$ cat config.mk
export PLATFORM = sky130hd
export DESIGN_NAME = square_tone_generator_flat
export DESIGN_NICKNAME = d
export VERILOG_FILES = /design/src/rtl/stg_pkg.sv /design/src/rtl/stg_in_if.sv /design/src/rtl/stg_out_if.sv /design/src/rtl/square_tone_generator.sv /design/src/rtl/stg_ctrl.sv /design/src/rtl/stg_datapath.sv /design/src/flat_wrapper.sv
export SDC_FILE = /design/constraint.sdc
export NUM_CORES = 1
export LEC_CHECK = 0
export BUFFER_PORTS_ARGS = -buffer_cell sky130_fd_sc_hd__buf_4
export CAP_MARGIN = 20
export CORE_ASPECT_RATIO = 1.2
export CORE_MARGIN = 8
export CORE_UTILIZATION = 50
export DETAILED_ROUTE_END_ITERATION = 8
export PLACE_DENSITY = 0.68
export RECOVER_POWER = 25
export SETUP_SLACK_MARGIN = 0.05
export SLEW_MARGIN = 5
export SYNTH_ARGS = -nofsm -noshare
export SYNTH_HDL_FRONTEND = slang
export SYNTH_SLANG_ARGS = --single-unit
export TNS_END_PERCENT = 20
$ cat constraint.sdc
create_clock -name clk -period 5.5 [get_ports clk]
set_input_delay 0.55 -clock clk [delete_from_list [all_inputs] [get_ports clk]]
set_output_delay 0.55 -clock clk [all_outputs]
set_load 0.02 [all_outputs]
$ cat src/rtl/stg_pkg.sv
`timescale 1ns / 1ps
package stg_pkg;

	localparam int PHASE_BITS  = 24;
	localparam int STEP_W      = PHASE_BITS + 2;
	localparam int PERIOD_W    = 11;
	localparam int CLK_HZ_W    = 21;
	localparam int STEP_DIV_W  = 20;
	localparam int DEN_W       = STEP_DIV_W + PERIOD_W + 1;
	localparam int NUM_W       = CLK_HZ_W + PHASE_BITS;
	localparam int CNT_W       = $clog2(STEP_W);
	localparam int SAMPLE_W    = 5;
	localparam int VOLUME_W    = 4;
	localparam int DUTY_W      = 3;

	localparam logic [CLK_HZ_W-1:0]   CPU_CLOCK_HZ = CLK_HZ_W'(1789773);
	localparam logic [STEP_DIV_W-1:0] STEP_DIVISOR = STEP_DIV_W'(705600);
	localparam logic [NUM_W-1:0]      STEP_NUM     = NUM_W'(CPU_CLOCK_HZ) << PHASE_BITS;
	localparam logic [DEN_W-1:0]      REM_INIT     = DEN_W'(STEP_NUM >> STEP_W);
	localparam logic [STEP_W-1:0]     NUM_LOW      = STEP_NUM[STEP_W-1:0];
	localparam logic [CNT_W-1:0]      CNT_LAST     = CNT_W'(STEP_W - 1);

	localparam logic CMD_WRITE = 1'b0;
	localparam logic CMD_TICK  = 1'b1;

	localparam logic [1:0] REG_CTRL      = 2'd0;
	localparam logic [1:0] REG_SWEEP     = 2'd1;
	localparam logic [1:0] REG_PERIOD_LO = 2'd2;
	localparam logic [1:0] REG_PERIOD_HI = 2'd3;

	typedef struct packed {
		logic load_ctrl;
		logic load_lo;
		logic load_hi;
		logic tick;
		logic mul;
		logic div_step;
		logic finish;
	} cmd_t;

	typedef struct packed {
		logic out_free;
	} sts_t;

	function automatic logic [DUTY_W-1:0] duty_lookup(input logic [1:0] sel);
		logic [DUTY_W-1:0] d;
		case (sel)
			2'd0:    d = 3'd1;
			2'd1:    d = 3'd2;
			2'd2:    d = 3'd4;
			2'd3:    d = 3'd6;
			default: d = 3'd1;
		endcase
		return d;
	endfunction

endpackage

$ cat src/rtl/stg_in_if.sv
`timescale 1ns / 1ps
interface stg_in_if;
	logic       valid;
	logic       ready;
	logic       command;
	logic [1:0] reg_offset;
	logic [7:0] write_data;

	modport source (output valid, command, reg_offset, write_data, input ready);
	modport sink   (input valid, command, reg_offset, write_data, output ready);
endinterface

$ cat src/rtl/stg_out_if.sv
`timescale 1ns / 1ps
interface stg_out_if;
	logic              valid;
	logic              ready;
	logic signed [4:0] sample;

	modport source (output valid, sample, input ready);
	modport sink   (input valid, sample, output ready);
endinterface

$ cat src/rtl/square_tone_generator.sv
`timescale 1ns / 1ps
// Pulse tone channel. Each transfer on item is a register write (command 0) or a sample
// tick (command 1); a tick returns one signed sample, +volume or -volume in units of 1/15,
// and a write returns nothing. Ticks and writes to registers 0 and 1 start no division. A
// write to register 2 or 3 recomputes the phase step with a restoring divider that yields
// one quotient bit per cycle, so the block is busy through its multiply, divide and finish
// states and accepts nothing else until the division is done. A tick is taken while the
// previous sample still waits only if that sample is taken in the same cycle.
module square_tone_generator (
	input  logic      clk,
	input  logic      arst_n,
	stg_in_if.sink    item,
	stg_out_if.source audio
);

	stg_pkg::cmd_t cmd;
	stg_pkg::sts_t sts;

	stg_ctrl u_ctrl (
		.clk        (clk),
		.arst_n     (arst_n),
		.valid      (item.valid),
		.command    (item.command),
		.reg_offset (item.reg_offset),
		.sts        (sts),
		.ready      (item.ready),
		.cmd        (cmd)
	);

	stg_datapath u_datapath (
		.clk        (clk),
		.arst_n     (arst_n),
		.write_data (item.write_data),
		.cmd        (cmd),
		.sts        (sts),
		.audio      (audio)
	);

	a_busy_no_accept: assert property (@(posedge clk) disable iff (!arst_n)
		(cmd.mul || cmd.div_step || cmd.finish) |-> !item.ready)
		else $error("item accepted during step division");

	a_period_starts_div: assert property (@(posedge clk) disable iff (!arst_n)
		(cmd.load_lo || cmd.load_hi) |=> cmd.mul)
		else $error("period write did not start division");

	a_mul_then_div: assert property (@(posedge clk) disable iff (!arst_n)
		cmd.mul |=> cmd.div_step)
		else $error("divider did not follow multiply");

	a_tick_gives_sample: assert property (@(posedge clk) disable iff (!arst_n)
		cmd.tick |=> audio.valid)
		else $error("tick produced no sample");

endmodule

$ cat src/rtl/stg_ctrl.sv
`timescale 1ns / 1ps
module stg_ctrl (
	input  logic              clk,
	input  logic              arst_n,
	input  logic              valid,
	input  logic              command,
	input  logic [1:0]        reg_offset,
	input  stg_pkg::sts_t     sts,
	output logic              ready,
	output stg_pkg::cmd_t     cmd
);

	typedef enum logic [1:0] {
		S_IDLE,
		S_MUL,
		S_DIV,
		S_FIN
	} state_t;

	state_t                   state_q;
	logic [stg_pkg::CNT_W-1:0] cnt_q;
	logic                     accept;
	logic                     is_write;

	always_comb begin
		ready    = (state_q == S_IDLE) && sts.out_free;
		accept   = valid && ready;
		is_write = accept && (command == stg_pkg::CMD_WRITE);
		cmd.load_ctrl = is_write && (reg_offset == stg_pkg::REG_CTRL);
		cmd.load_lo   = is_write && (reg_offset == stg_pkg::REG_PERIOD_LO);
		cmd.load_hi   = is_write && (reg_offset == stg_pkg::REG_PERIOD_HI);
		cmd.tick      = accept && (command == stg_pkg::CMD_TICK);
		cmd.mul       = (state_q == S_MUL);
		cmd.div_step  = (state_q == S_DIV);
		cmd.finish    = (state_q == S_FIN);
	end

	always_ff @(posedge clk or negedge arst_n) begin
		if (!arst_n) begin
			state_q <= S_IDLE;
			cnt_q   <= '0;
		end else begin
			case (state_q)
				S_IDLE: begin
					if (cmd.load_lo || cmd.load_hi) begin
						state_q <= S_MUL;
					end
				end
				S_MUL: begin
					state_q <= S_DIV;
					cnt_q   <= stg_pkg::CNT_LAST;
				end
				S_DIV: begin
					if (cnt_q == '0) begin
						state_q <= S_FIN;
					end else begin
						cnt_q <= cnt_q - 1'b1;
					end
				end
				S_FIN: begin
					state_q <= S_IDLE;
				end
				default: begin
					state_q <= S_IDLE;
				end
			endcase
		end
	end

endmodule

$ cat src/rtl/stg_datapath.sv
`timescale 1ns / 1ps
module stg_datapath (
	input  logic          clk,
	input  logic          arst_n,
	input  logic [7:0]    write_data,
	input  stg_pkg::cmd_t cmd,
	output stg_pkg::sts_t sts,
	stg_out_if.source     audio
);

	logic [stg_pkg::DUTY_W-1:0]     duty_q;
	logic [stg_pkg::VOLUME_W-1:0]   volume_q;
	logic [7:0]                     period_lo_q;
	logic [2:0]                     period_hi_q;
	logic [stg_pkg::STEP_W-1:0]     step_q;
	logic [stg_pkg::PHASE_BITS-1:0] phase_q;
	logic [stg_pkg::DEN_W-1:0]      den_q;
	logic [stg_pkg::DEN_W-1:0]      rem_q;
	logic [stg_pkg::STEP_W-1:0]     num_q;
	logic [stg_pkg::STEP_W-1:0]     quot_q;
	logic                           out_valid_q;
	logic signed [stg_pkg::SAMPLE_W-1:0] sample_q;

	logic [stg_pkg::PERIOD_W:0]     period_p1;
	logic [stg_pkg::DEN_W-1:0]      den_prod;
	logic [stg_pkg::DEN_W:0]        trial;
	logic [stg_pkg::DEN_W:0]        trial_diff;
	logic                           q_bit;
	logic                           high_side;
	logic signed [stg_pkg::SAMPLE_W-1:0] level;

	always_comb begin
		period_p1  = {1'b0, period_hi_q, period_lo_q} + 1'b1;
		den_prod   = {{(stg_pkg::DEN_W - stg_pkg::STEP_DIV_W){1'b0}}, stg_pkg::STEP_DIVISOR}
			* {{(stg_pkg::DEN_W - stg_pkg::PERIOD_W - 1){1'b0}}, period_p1};
		trial      = {rem_q, num_q[stg_pkg::STEP_W-1]};
		trial_diff = trial - {1'b0, den_q};
		q_bit      = !trial_diff[stg_pkg::DEN_W];
		high_side  = phase_q[stg_pkg::PHASE_BITS-1 -: stg_pkg::DUTY_W] < duty_q;
		level      = $signed({1'b0, volume_q});
		sts.out_free = !out_valid_q || audio.ready;
	end

	assign audio.valid  = out_valid_q;
	assign audio.sample = sample_q;

	always_ff @(posedge clk or negedge arst_n) begin
		if (!arst_n) begin
			duty_q      <= '0;
			volume_q    <= '0;
			period_lo_q <= '0;
			period_hi_q <= '0;
			step_q      <= '0;
			phase_q     <= '0;
			out_valid_q <= 1'b0;
		end else begin
			if (cmd.load_ctrl) begin
				duty_q   <= stg_pkg::duty_lookup(write_data[7:6]);
				volume_q <= write_data[3:0];
			end
			if (cmd.load_lo) begin
				period_lo_q <= write_data;
			end
			if (cmd.load_hi) begin
				period_hi_q <= write_data[2:0];
			end
			if (cmd.finish) begin
				step_q <= quot_q;
			end
			if (cmd.tick) begin
				phase_q     <= phase_q + step_q[stg_pkg::PHASE_BITS-1:0];
				out_valid_q <= 1'b1;
			end else if (audio.ready) begin
				out_valid_q <= 1'b0;
			end
		end
	end

	always_ff @(posedge clk) begin
		if (cmd.tick) begin
			sample_q <= high_side ? level : -level;
		end
		if (cmd.mul) begin
			den_q  <= den_prod;
			rem_q  <= stg_pkg::REM_INIT;
			num_q  <= stg_pkg::NUM_LOW;
			quot_q <= '0;
		end else if (cmd.div_step) begin
			rem_q  <= q_bit ? trial_diff[stg_pkg::DEN_W-1:0] : trial[stg_pkg::DEN_W-1:0];
			num_q  <= {num_q[stg_pkg::STEP_W-2:0], 1'b0};
			quot_q <= {quot_q[stg_pkg::STEP_W-2:0], q_bit};
		end
	end

endmodule
$ cat src/flat_wrapper.sv
// flat-port wrapper written by rule: the top's interface ports become plain ports
module square_tone_generator_flat 
  (clk, arst_n, item_valid, item_command, item_reg_offset, item_write_data, item_ready, audio_valid, audio_sample, audio_ready);
  stg_in_if item_i ();
  stg_out_if audio_i ();
  input  logic clk;
  input  logic arst_n;
  input wire logic [$bits(item_i.valid)-1:0] item_valid;
  input wire logic [$bits(item_i.command)-1:0] item_command;
  input wire logic [$bits(item_i.reg_offset)-1:0] item_reg_offset;
  input wire logic [$bits(item_i.write_data)-1:0] item_write_data;
  output wire logic [$bits(item_i.ready)-1:0] item_ready;
  output wire logic [$bits(audio_i.valid)-1:0] audio_valid;
  output wire logic [$bits(audio_i.sample)-1:0] audio_sample;
  input wire logic [$bits(audio_i.ready)-1:0] audio_ready;
  assign item_i.valid = item_valid;
  assign item_i.command = item_command;
  assign item_i.reg_offset = item_reg_offset;
  assign item_i.write_data = item_write_data;
  assign item_ready = item_i.ready;
  assign audio_valid = audio_i.valid;
  assign audio_sample = audio_i.sample;
  assign audio_i.ready = audio_ready;
  square_tone_generator u_core (.clk(clk), .arst_n(arst_n), .item(item_i), .audio(audio_i));
endmodule
# Word level (Yosys, flattened, before mapping)

Index checks and enable logic that the tools add are counted.

Flip-flop bits (word level): 163
Bits in latches: 0
Bits in writable memories: 0
Bits in read-only memories: 0
Bits of input ports: 15
Output and inout port bits: 7
Memories: 0

Add/sub/neg operators: 5
$mul: 1
Div/mod/pow operators: 0
$lt $le $gt $ge: 1
Equal/unequal tests: 11
Shifts and indexed selects: 0
Muxes and demuxes: 10
Bitwise logic cells: 1
Reductions and logical operators: 19

Operators by type and width:

| cell                                                 | count |
|---|---|
| subtractor 33 x 32 -> 33 bit                         | 1 |
| two-way mux 32 bit                                   | 1 |
| multiplier 14 x 12 -> 26 bit (first input constant)  | 1 |
| adder 24 bit                                         | 1 |
| adder 11 x 1 -> 12 bit (second input constant)       | 1 |
| equality test 2 bit (second input constant)          | 6 |
| case mux 3 bit (4 select lines)                      | 1 |
| case mux 5 bit (2 select lines)                      | 1 |
| case mux 2 bit (4 select lines)                      | 1 |
| logical AND 1 bit                                    | 7 |
| zero test 2 bit                                      | 3 |
| zero test 5 bit                                      | 1 |
| two-way mux 5 bit                                    | 1 |
| negator 4 -> 5 bit                                   | 1 |
| subtractor 5 x 1 -> 5 bit (second input constant)    | 1 |
| equality test 2 x 1 -> 1 bit (second input constant) | 2 |
| two-way mux 2 bit                                    | 2 |
| two-way mux 4 bit                                    | 1 |
| inequality test 2 bit (second input constant)        | 2 |
| AND reduction 2 bit                                  | 2 |
| nonzero test 2 bit                                   | 2 |
| < comparator 3 bit                                   | 1 |
| zero test 1 bit                                      | 2 |
| logical OR 1 bit                                     | 2 |
| other kinds (3)                                      | 4 |

# Longest topological paths before layout

Gate-level depths: netlist (run 1).

Depth in word-level cells: 9
Gate-level depth with buffers: 21
Depth with buffers taken out: 21

# Modules after synthesis

Synthesis (run 1) repeated with hierarchy kept, for this count alone.

Cell total of the unflattened synthesis: 1150
Area, all modules: 11343.4 µm²

Modules (own cells, without submodules):

| module       | instances | cells an instance | area an instance (µm²) |
|---|---|---|---|
| stg_datapath | 1         | 1098              | 10847.9 |
| stg_ctrl     | 1         | 52                | 495.5 |

# Least setup slack after synthesis (run 1)

OpenSTA, ideal clock, no wires.

Path type: register to register
From: reg u_core.u_datapath.period_lo_q[0]
To: reg u_core.u_datapath.den_q[31] in the netlist's numbering, data pin
Setup time: 262 ps
Arrival time: 4995 ps
Data required time: 5238 ps
Slack: 243 ps
Stages on the path, launching flop included: 20
Path buffers: 0
Clock period less this slack: 5257 ps
Cell sequence: dfrtp_1 > ha_1 > nand3_1 > nor2_1 > nand3_1 > xnor2_1 > ha_1 > inv_1 > fa_1 > inv_1 > fa_1 > fa_1 > ha_1 > o21a_1 > o21ai_0 > a31oi_1 > o41ai_1 > o2111ai_1 > a21oi_1 > xor2_1

Longest elaborated chain between the ends: 2

RTL lines:

| item                                    | line               | source |
|---|---|---|
| from (decl)                             | stg_datapath.sv:13 | `logic [7:0] period_lo_q;` |
| from (signal assigned)                  | stg_datapath.sv:62 | `period_lo_q <= write_data;` |
| adder 11 x 1 -> 12 bit                  | stg_datapath.sv:33 | `period_p1 = {1'b0, period_hi_q, period_lo_q} + 1'b1;` |
| multiplier 14 x 12 -> 26 bit            | stg_datapath.sv:35 | `* {{(stg_pkg::DEN_W - stg_pkg::PERIOD_W - 1){1'b0}}, period_p1};` |
| via u_core.u_datapath.den_prod, one bit | stg_datapath.sv:25 | `logic [stg_pkg::DEN_W-1:0] den_prod;` |
| to (signal assigned)                    | stg_datapath.sv:84 | `den_q <= den_prod;` |
| to (decl)                               | stg_datapath.sv:17 | `logic [stg_pkg::DEN_W-1:0] den_q;` |

The timed path passes the listed nets, and every way through them passes these cells.
A chain may end at the register's enable or synchronous reset.

# Final worst setup path (run 1)

From: reg u_core.u_datapath.period_lo_q[4]
To: reg u_core.u_datapath.den_q[31] in the netlist's numbering, data pin

The elaborated chain is that of the path after synthesis.

==> summary.md, run 1 <==
| Metric | Value |
|---|---|
| YS warnings | `0` |
| CP Cell Sequence | `nand3_1 -> nor2_1 -> and3_2 -> and3_1 -> and3_2 -> ha_1 -> xor2_1 -> ha_1 -> a21oi_1 -> fa_1 -> fa_1 -> inv_1 -> ha_1 -> o21ai_0 -> a21oi_1 -> o31ai_2 -> a31oi_2 -> o41ai_2 -> buf_4 -> o2111ai_1 -> a21oi_1 -> xor2_1` |
| Layout Nets | `between 1000 and 1500` |
| Initial cell density of the core | `50.3%` |
| Remaining DRCs | `0` |
| Clock-pin slew on the worst setup and hold paths | `70 ps` |
| Avg Vias per Cell | `5.34` |
| Critical Path End Type | `flip-flop` |
| Die area | `approximately 0.027 mm²` |
| Overflow after GRT | `0` |
| CTS tree | `yes` |
| Antenna violations before repair | `0` |
| Worst EP required | `5660 ps` |
| Post-synth ARST share | `45.4%` |
| Cts bufs inserted | `17` |
| Seq/Total Area, Yosys | `between 30% and 40%` |
| Fin crit share | `roughly 94%` |
| Input/output buffers | `21` |
| Post-DR wirelength/cell | `~14 µm` |
| Met2 wire len | `10700 µm` |
| Std cell rows | `60` |
| Minimum clock period after layout | `just over 5000 ps` |
| Cell variety after synth | `66` |
| Detailed placer's ending HPWL | `approximately 16000 µm` |
| RSZ-0062 raised after global routing | `no` |
| CTS max path bufs | `2` |
| Max frequency | `slightly below 200 MHz` |
| Core area | `0.0222 mm²` |
| Crit-path max cell delay | `550 ps` |
| Drt first pass iters | `5` |
| Vias in the first global route | `7896` |
| Worst Setup Start Kind | `flip-flop` |
| Total track usage | `15.9%` |
| Skew-Pair Late Insertion Delay | `430 ps` |
| Die Ht | `180 µm` |
| Most frequent cells in the layout | `ha_1, inv_1, nor2_1` |
| IO Count | `22` |
| Outcome | `complete, but fails checks` |
| Setup TNS | `0 ps` |
| Synthesized Nets | `around 1300` |
| RD Place Congestion | `0.857` |
| Most common cell after layout, fill and taps aside | `ha_1` |
| H-tree levels | `4` |
| Crit path DAT | `~5300 ps` |
| Chip width | `152 µm` |
| Cell count after synthesis | `1131` |
| Place WS | `between 100 and 150 ps` |
| # diodes | `0` |
| CP max-delay cell | `fa_1` |
| Hold_ws | `~320 ps` |
| Clk sinks | `163` |
| Wire length on met1 | `just under 10000 µm` |
| Max-slew violations | `between 50 and 60` |
| Final setup violating endpoints | `0` |
| Share of layout cells above drive strength 1 | `11.0%` |
| Max FO, Critical Path | `5` |
| Final core occ | `55.4%` |
| Layout Skew | `18.6 ps` |
| Final WL | `between 20000 and 25000 µm` |
| WS Path Type | `reg -> reg` |
| Largest net degree at the start of global routing | `77` |
| Final WS setup | `337 ps` |
| DR WL met3 | `319 µm` |
| Slew margin rel. | `-45.7%` |
| Drt first-iter violations | `338` |
| Top sig layer | `met4` |
| Vias | `7762` |
| Syn-to-layout area delta | `10.3%` |
| Max Cap Viol | `1` |
| Flops & latches, synth | `163` |
| Final hold violations | `0` |
| Root buf cell | `clkbuf_16` |
| Worst-Margin Slew | `2190 ps` |
| Number of synthesized flops with an enable pin | `31` |
| Synthesized area | `around 0.011 mm²` |
| First-pass GRT wire length | `37000 µm` |
| Ys flop type | `dfrtp_1` |
| Failing checks | `capacitance limit, slew limit` |
| Remaining antenna violation count | `0` |
| Fillers | `1972` |
| Min-Delay Path Class | `in -> reg` |
| Synth Area per Inst | `approximately 9.9 µm²` |
-- layer usage --
layer  vias to the layer above  GRT usage [%]
met1                      3660           19.6
met4                         0           4.68
met3                        17           2.47
met5                         -              0
met2                        66           28.1
li1                       4019              -
-- through the flow --
stage	cells	cell area, µm²
floorplan	1131	11200
global placement	1418	11700
detailed placement	1418	11700
CTS	1451	12300
global route	1454	12300
finish	1454	12300
-- kinds of logic after synthesis --
logic type	Yosys count	share of synthesized area (%)
buf+inv	146	5.07
fa+ha+maj	165	20.4
compound gates	244	14.6
mux	93	8.78
flops	163	35.3
xor+xnor	75	6.05
simple gates	245	9.81
-- sequential cells by signal, summed over array words and instances, names as in the netlist --
register,flops
u_core.u_ctrl.cnt_q,5
u_core.u_datapath.audio.sample,5
u_core.u_datapath.den_q,26
u_core.u_datapath.volume_q,4
u_core.u_datapath.duty_q,3
u_core.u_datapath.quot_q,24
u_core.u_ctrl.state_q,2
u_core.u_datapath.rem_q,32
u_core.u_datapath.period_hi_q,3
u_core.u_datapath.step_q,24
u_core.u_datapath.audio.valid,1
u_core.u_datapath.phase_q,24
u_core.u_datapath.num_q,2
u_core.u_datapath.period_lo_q,8
-- path summary, 6_finish.rpt --
kind | slack, ps | from | depth (start not counted) | to
hold reg to reg | 460 | u_core.u_datapath.num_q[24]$_SDFFE_PP1P_ | 1 | u_core.u_datapath.num_q[24]$_SDFFE_PP1P_
max in group asynchronous | 3280 | arst_n | 3 | u_core.u_datapath.period_lo_q[2]$_DFFE_PN0P_
setup reg to reg | 340 | u_core.u_datapath.period_lo_q[4]$_DFFE_PN0P_ | 22 | u_core.u_datapath.den_q[31]$_DFFE_PP_
hold / removal | 320 | item_write_data[7] | 2 | u_core.u_datapath.duty_q[0]$_DFFE_PN0P_
min in group asynchronous | 840 | arst_n | 2 | u_core.u_datapath.phase_q[7]$_DFFE_PN0P_
setup / recovery | 340 | u_core.u_datapath.period_lo_q[4]$_DFFE_PN0P_ | 22 | u_core.u_datapath.den_q[31]$_DFFE_PP_
-- final cells by class --
| type | count | area [µm²] | share of cell area (%) |
|---|---|---|---|
| clock inverters | 15 | 154 | 1.25 |
| multi-input cells | 822 | 6730 | 54.6 |
| well taps | 279 | 349 | 2.83 |
| clock buffers | 17 | 425 | 3.45 |
| flip-flops and latches | 163 | 3950 | 32.0 |
| repair buffers | 42 | 280 | 2.28 |
| inverters | 116 | 435 | 3.54 |
-- cell usage after synthesis (3+ instances only) --
library cell | instances | area, µm²
edfxtp_1 | 31 | 931
and3_1 | 8 | 50.1
o21ai_1 | 9 | 45.0
xnor2_1 | 42 | 368
a21oi_1 | 62 | 310
a31oi_1 | 3 | 18.8
nor2_1 | 94 | 353
a211oi_1 | 22 | 165
inv_1 | 115 | 432
a211o_1 | 8 | 70.1
nand2_1 | 65 | 244
nor2b_1 | 10 | 62.6
fa_1 | 28 | 561
dfrtp_1 | 74 | 1850
o41ai_1 | 3 | 26.3
and2_1 | 7 | 43.8
o21bai_1 | 10 | 75.1
mux2i_1 | 53 | 531
a21o_1 | 28 | 210
mux2_2 | 40 | 450
nand4_1 | 3 | 18.8
o21ai_0 | 45 | 225
dfxtp_1 | 58 | 1160
clkbuf_1 | 27 | 101
o21a_1 | 11 | 82.6
nand2b_1 | 10 | 62.6
nor3_1 | 20 | 100
o31ai_1 | 7 | 52.6
nand3_1 | 19 | 95.1
ha_1 | 137 | 1710
o211ai_1 | 5 | 37.5
xor2_1 | 32 | 280
-- worst max-delay path, delay by kind of cell, from the launching register on --
kind | cells | cell delay, ps
AO/OA/AOI/OAI | 8 | 1220
AND/OR/NAND/NOR | 5 | 970
flip-flops | 1 | 400
XOR/XNOR | 2 | 300
adder cells (fa/ha/maj) | 5 | 1830
buffers and inverters | 2 | 190
-- timing repair --
item                                   4_1_cts  5_1_grt
hold buffers                                 1        0
setup buffers                                0        2
setup endpoints to repair                    0        4
endpoints found under the hold margin       17        0
gates resized for setup                      0       14
Power of run 1 is not shown: default switching activity piles up to over one toggle a cycle in this logic, so the estimate is an artifact.
==> run 2: changes to the inputs <==
--- a/config.mk
+++ b/config.mk
@@ -11,6 +11,7 @@
 export CORE_MARGIN = 8
 export CORE_UTILIZATION = 50
 export DETAILED_ROUTE_END_ITERATION = 8
+export GPL_TIMING_DRIVEN = 0
 export PLACE_DENSITY = 0.68
 export RECOVER_POWER = 25
 export SETUP_SLACK_MARGIN = 0.05
==> run 2 against run 1 <==
  * The run still ends with capacitance limit, slew limit left
  * Utilization rose by 1.1 points
  * Clock-buffer cell count is the same
  * Global-route usage increased by 0.54 points
  * Die area did not move
  * Critical endpoint is now u_core.u_datapath.den_q[29]$_DFFE_PP_
  * Highest routed layer unchanged
==> summary.md, run 2 (synthesis gave the netlist of run 1 again) <==
| Metric | Value |
|---|---|
| Largest net degree at the start of global routing | `75` |
| Top flop regs | `u_core.u_datapath.rem_q x32, u_core.u_datapath.den_q x26` |
| Root buf cell | `clkbuf_16` |
| Layout Nets | `1360` |
| Cts bufs inserted | `17` |
| Antenna violations before repair | `0` |
| Remaining DRCs | `0` |
| Avg Vias per Cell | `5.41` |
| # diodes | `0` |
| Worst-Margin Slew | `4080 ps` |
| Vias | `slightly below 8000` |
| Skew-Pair Late Insertion Delay | `420 ps` |
| Drt first pass iters | `4` |
| Final core occ | `56.5%` |
| Fin crit share | `95.1%` |
| Max-slew violations | `75` |
| Slew margin rel. | `-172%` |
| Failing checks | `capacitance limit, slew limit` |
| Initial cell density of the core | `50.3%` |
| RD Place Congestion | `a little over 0.8` |
| H-tree levels | `4` |
| Overflow after GRT | `0` |
| Max FO, Critical Path | `6` |
| Vias in the first global route | `7990` |
| Crit path top cell by count | `ha_1` |
| Crit path DAT | `5390 ps` |
| Syn-to-layout area delta | `12.4%` |
| CP max-delay cell | `fa_1` |
| RSZ-0062 raised after global routing | `yes` |
| Clock-pin slew on the worst setup and hold paths | `70 ps` |
| Crit-path max cell delay | `slightly above 500 ps` |
| Outcome | `complete, but fails checks` |
| Final hold violations | `0` |
| CTS max path bufs | `2` |
| Drt first-iter violations | `331` |
| Worst Setup Start Kind | `flip-flop` |
| Post-DR wirelength/cell | `15.1 µm` |
| CP Cell Sequence | `ha_2 -> nand3_2 -> nor2_4 -> buf_12 -> xor2_2 -> ha_1 -> ha_1 -> xor2_1 -> ha_1 -> fa_1 -> fa_1 -> ha_1 -> nand3_1 -> a21oi_1 -> o31ai_2 -> a31oi_2 -> o41ai_4 -> buf_4 -> o21bai_1 -> a21oi_1 -> xnor2_1` |
| CTS tree | `yes` |
| Chip width | `152 µm` |
| Cts-stage hold buffer count | `0` |
| Input/output buffers | `21` |
| IO Count | `22` |
| Most frequent cells in the layout | `ha_1, inv_1, nor2_1` |
| Detailed placer's ending HPWL | `about 17000 µm` |
| Worst EP required | `5660 ps` |
| Min-Delay Path Class | `in -> reg` |
| First-pass GRT wire length | `37900 µm` |
| Largest Register | `u_core.u_datapath.rem_q` |
| Max frequency | `191 MHz` |
| Most common cell after layout, fill and taps aside | `ha_1` |
| Die area | `0.0274 mm²` |
| Remaining antenna violation count | `0` |
| Die Ht | `approximately 180 µm` |
| Minimum clock period after layout | `between 5000 and 6000 ps` |
| Final WL | `around 22000 µm` |
| Final setup violating endpoints | `0` |
| Total track usage | `16.4%` |
| WS Path Type | `reg -> reg` |
| Max Cap Viol | `1` |
| Core area | `0.0222 mm²` |
| Clk sinks | `between 150 and 200` |
| Max FFs per register | `32` |
| Share of layout cells above drive strength 1 | `11.6%` |
| Std cell rows | `60` |
| Critical Path End Type | `flip-flop` |
| Layout Skew | `11.9 ps` |
[run 2: worst paths after layout]
kind | cells past startpoint | from | slack (ps) | end
worst min register to register | 1 | u_core.u_datapath.num_q[24]$_SDFFE_PP1P_ | 460 | u_core.u_datapath.num_q[24]$_SDFFE_PP1P_
max in group asynchronous | 1 | arst_n | 1340 | u_core.u_datapath.period_lo_q[2]$_DFFE_PN0P_
worst max register to register | 21 | u_core.u_datapath.period_lo_q[1]$_DFFE_PN0P_ | 270 | u_core.u_datapath.den_q[29]$_DFFE_PP_
worst max-delay path | 21 | u_core.u_datapath.period_lo_q[1]$_DFFE_PN0P_ | 270 | u_core.u_datapath.den_q[29]$_DFFE_PP_
worst min-delay path | 2 | item_write_data[7] | 330 | u_core.u_datapath.duty_q[0]$_DFFE_PN0P_
min in group asynchronous | 1 | arst_n | 1540 | u_core.u_datapath.step_q[9]$_DFFE_PN0N_
[run 2: critical path: cells and delay by family, from the launching register on]
kind / cells / cell delay [ps]
AO/OA/AOI/OAI: 6 / 870
XOR/XNOR: 3 / 480
adder cells (fa/ha/maj): 7 / 2500
buffers and inverters: 2 / 280
flip-flops: 1 / 420
AND/OR/NAND/NOR: 3 / 410
[run 2: per-stage QoR]
step | std cells | setup slack (ps) | TNS (ps) | instance area [µm²] | hold WS (ps)
6_report | 1472 | 269 | 0 | 12600 | 327
5_1_grt | 1472 | 12.0 | 0 | 12600 | 320
4_1_cts | 1468 | 41.3 | 0 | 12400 | 304
3_5_place_dp | 1432 | -561 | -1510 | 11700 | 447
3_3_place_gp | 1431 | -521 | -1320 | 11700 | 444
2_1_floorplan | 1131 | 243 | 0 | 11200 | 254
[run 2: layout make-up]
cell class	count	area, µm²
fill	1943	9670
multi-input combinational	822	6820
sequential	163	3950
inverter	116	435
clock buffer	17	425
tap	279	349
timing repair buffer	30	241
clock inverter	15	203
buffer	30	131
[run 2: layer usage]
layer	track usage (%)	share of wire, %
met1	20.4	46
met2	29.3	50
met3	2.26	2.1
met4	4.76	1.5
met5	0	0
[run 2: repair_timing]
action / in CTS / in global routing
setup endpoints to repair: 6 / 5
resized for setup: 12 / 19
hold endpoints to repair: 0 / 0
setup buffers: 4 / 4
pin swaps: 2 / 4
Power of run 2 is left out for the same reason.
==> run 3: changes to the inputs <==
--- a/config.mk
+++ b/config.mk
@@ -12,7 +12,7 @@
 export CORE_UTILIZATION = 50
 export DETAILED_ROUTE_END_ITERATION = 8
 export GPL_TIMING_DRIVEN = 0
-export PLACE_DENSITY = 0.68
+export PLACE_DENSITY = 0.66
 export RECOVER_POWER = 25
 export SETUP_SLACK_MARGIN = 0.05
 export SLEW_MARGIN = 5
==> constraint.sdc (replaced) <==
create_clock -name clk -period 5.3 [get_ports clk]
set_input_delay 0.53 -clock clk [delete_from_list [all_inputs] [get_ports clk]]
set_output_delay 0.53 -clock clk [all_outputs]
set_load 0.02 [all_outputs]
==> run 3 against run 2 <==
  * The run still ends with capacitance limit, slew limit left
  * Register-to-register slack got worse by 80 ps
  * Sequential share of layout area decreased by 0.56 points
  * Via count increased by 0.89%
  * Setup slack got worse by 77 ps
  * Routed wire length increased by 3.0%
  * Critical path type unchanged
==> summary.md, run 3 (synthesis gave the netlist of run 1 again) <==
| Metric | Value |
|---|---|
| Remaining DRCs | `0` |
| Area of the multi-input gates | `roughly 0.0069 mm²` |
| FF/Latch Area | `roughly 0.0039 mm²` |
| Max-slew violations | `75` |
| Die area | `approximately 0.027 mm²` |
| Initial cell density of the core | `50.3%` |
| Total track usage | `16.9%` |
| Max FFs per register | `32` |
| Vias in the first global route | `8168` |
| Die Ht | `between 150 and 200 µm` |
| Max FO, Critical Path | `5` |
| Place WS | `-792 ps` |
| Outcome | `complete, but fails checks` |
| Crit path top cell by count | `fa_1` |
| Avg Vias per Cell | `~5.4` |
| Worst EP required | `5530 ps` |
| Input/output buffers | `21` |
| Fillers | `1901` |
| Cts bufs inserted | `17` |
| Antenna violations before repair | `0` |
| Final WL | `22800 µm` |
| Layout Nets | `1379` |
| Syn-to-layout area delta | `14.4%` |
| CP Cell Sequence | `buf_4 -> nand3_1 -> xnor2_2 -> ha_1 -> ha_1 -> inv_1 -> fa_1 -> inv_1 -> fa_1 -> fa_1 -> ha_4 -> o21a_1 -> o21ai_0 -> a31oi_1 -> o41ai_2 -> o2111ai_1 -> a21oi_1 -> xor2_1` |
| Root buf cell | `clkbuf_16` |
| Failing checks | `capacitance limit, slew limit` |
| Core area | `0.0222 mm²` |
| Remaining antenna violation count | `0` |
| Crit-path max cell delay | `560 ps` |
| Most frequent cells in the layout | `ha_1, inv_1, nor2_1` |
| # diodes | `0` |
| Drt first pass iters | `4` |
| Largest net degree at the start of global routing | `75` |
| Drt first-iter violations | `between 200 and 300` |
| Slew margin rel. | `-166%` |
| H-tree levels | `4` |
| RD Place Congestion | `~0.85` |
| Chip width | `152 µm` |
| Layout Skew | `~22 ps` |
| Overflow after GRT | `0` |
| Clk sinks | `approximately 160` |
| Detailed placer's ending HPWL | `17100 µm` |
| Most common cell after layout, fill and taps aside | `ha_1` |
| First-pass GRT wire length | `38800 µm` |
| CTS tree | `yes` |
| Max Cap Viol | `1` |
| Skew-Pair Late Insertion Delay | `about 430 ps` |
| CP max-delay cell | `fa_1` |
| Worst Setup Start Kind | `flip-flop` |
| Final WS setup | `192 ps` |
| Top flop regs | `u_core.u_datapath.rem_q x32, u_core.u_datapath.den_q x26` |
| Final hold violations | `0` |
| Worst-Margin Slew | `approximately 4000 ps` |
| Vias | `approximately 8000` |
| Min-Delay Path Class | `in -> reg` |
| Minimum clock period after layout | `about 5100 ps` |
| Critical Path End Type | `flip-flop` |
| Setup TNS | `0 ps` |
| CTS max path bufs | `2` |
| Crit path DAT | `approximately 5300 ps` |
| Largest Register | `u_core.u_datapath.rem_q` |
| IO Count | `22` |
| Final setup violating endpoints | `0` |
| Reg2Reg Setup Slack | `slightly below 200 ps` |
| Post-DR wirelength/cell | `15.3 µm` |
| WS Path Type | `reg -> reg` |
| Fin crit share | `96.4%` |
| Max frequency | `196 MHz` |
| Std cell rows | `60` |
| Clock-pin slew on the worst setup and hold paths | `80 ps` |
| Share of layout cells above drive strength 1 | `a little over an eighth` |
run 3: cell count changes in the layout (fill, tap and decap cells not counted), moves of 2 or more:
cell	before	now
buf_4	27	46
ha_4	0	5
ha_1	136	132
xor2_4	1	3
bufinv_16	3	0
nand3_2	1	3
nand3_4	0	2
nand3_1	18	14
inv_8	2	4
clkinv_2	2	0
run 3: timing repair:
item / in CTS / in global routing
hold buffers: 0 / 0
pin swaps: 5 / 16
hold endpoints to repair: 0 / 0
gates resized for setup: 27 / 18
buffers inserted: 12 / 15
gates cloned: 0 / 0
setup endpoints to repair: 6 / 4
run 3: area by class of cell:
type | instances | share of cell area [%]
sequential | 163 | 30.9
clock inverter | 15 | 1.24
clock buffer | 17 | 3.33
timing repair buffer | 49 | 3.01
multi-input combinational | 822 | 54.4
tap | 279 | 2.73
buffer | 30 | 1.03
inverter | 116 | 3.41
run 3: worst paths after layout:
kind                                                               from                                            to  cells past startpoint
max reg2reg                u_core.u_datapath.period_lo_q[0]$_DFFE_PN0P_         u_core.u_datapath.den_q[31]$_DFFE_PP_                     18
max                        u_core.u_datapath.period_lo_q[0]$_DFFE_PN0P_         u_core.u_datapath.den_q[31]$_DFFE_PP_                     18
max in group asynchronous                                        arst_n  u_core.u_datapath.period_lo_q[1]$_DFFE_PN0P_                      1
min                                                  item_write_data[7]       u_core.u_datapath.duty_q[0]$_DFFE_PN0P_                      2
min reg2reg                    u_core.u_datapath.num_q[24]$_SDFFE_PP1P_      u_core.u_datapath.num_q[24]$_SDFFE_PP1P_                      1
min in group asynchronous                                        arst_n      u_core.u_datapath.phase_q[8]$_DFFE_PN0P_                      1
run 3: critical path, delay by kind of cell (launching register included):
family,cells,cell delay [ps]
AO/OA/AOI/OAI,6,1090
XOR/XNOR,2,620
adder cells (fa/ha/maj),6,2410
buffers and inverters,3,240
flip-flops,1,420
AND/OR/NAND/NOR,1,120
run 3: metal layers:
layer  track usage (%)  wire (µm)  share of wire [%]  vias up
met5                 0          0                  0        -
met4              5.71        437                1.9        0
met3              2.26        407                1.8       26
met2              30.7      11700                 51       80
met1              20.2      10300                 45     3814
li1                  -          -                  -     4109
run 3: through the flow:
stage | instance area, µm² | hold WS, ps | utilization [%] | cells
global route | 12800 | 304 | 57.5 | 1491
CTS | 12500 | 270 | 56.4 | 1476
floorplan | 11200 | 234 | - | 1131
global placement | 11700 | 437 | 52.6 | 1431
detailed placement | 11700 | 450 | 52.6 | 1432
finish | 12800 | 301 | 57.5 | 1491
Power of run 3 is left out for the same reason.
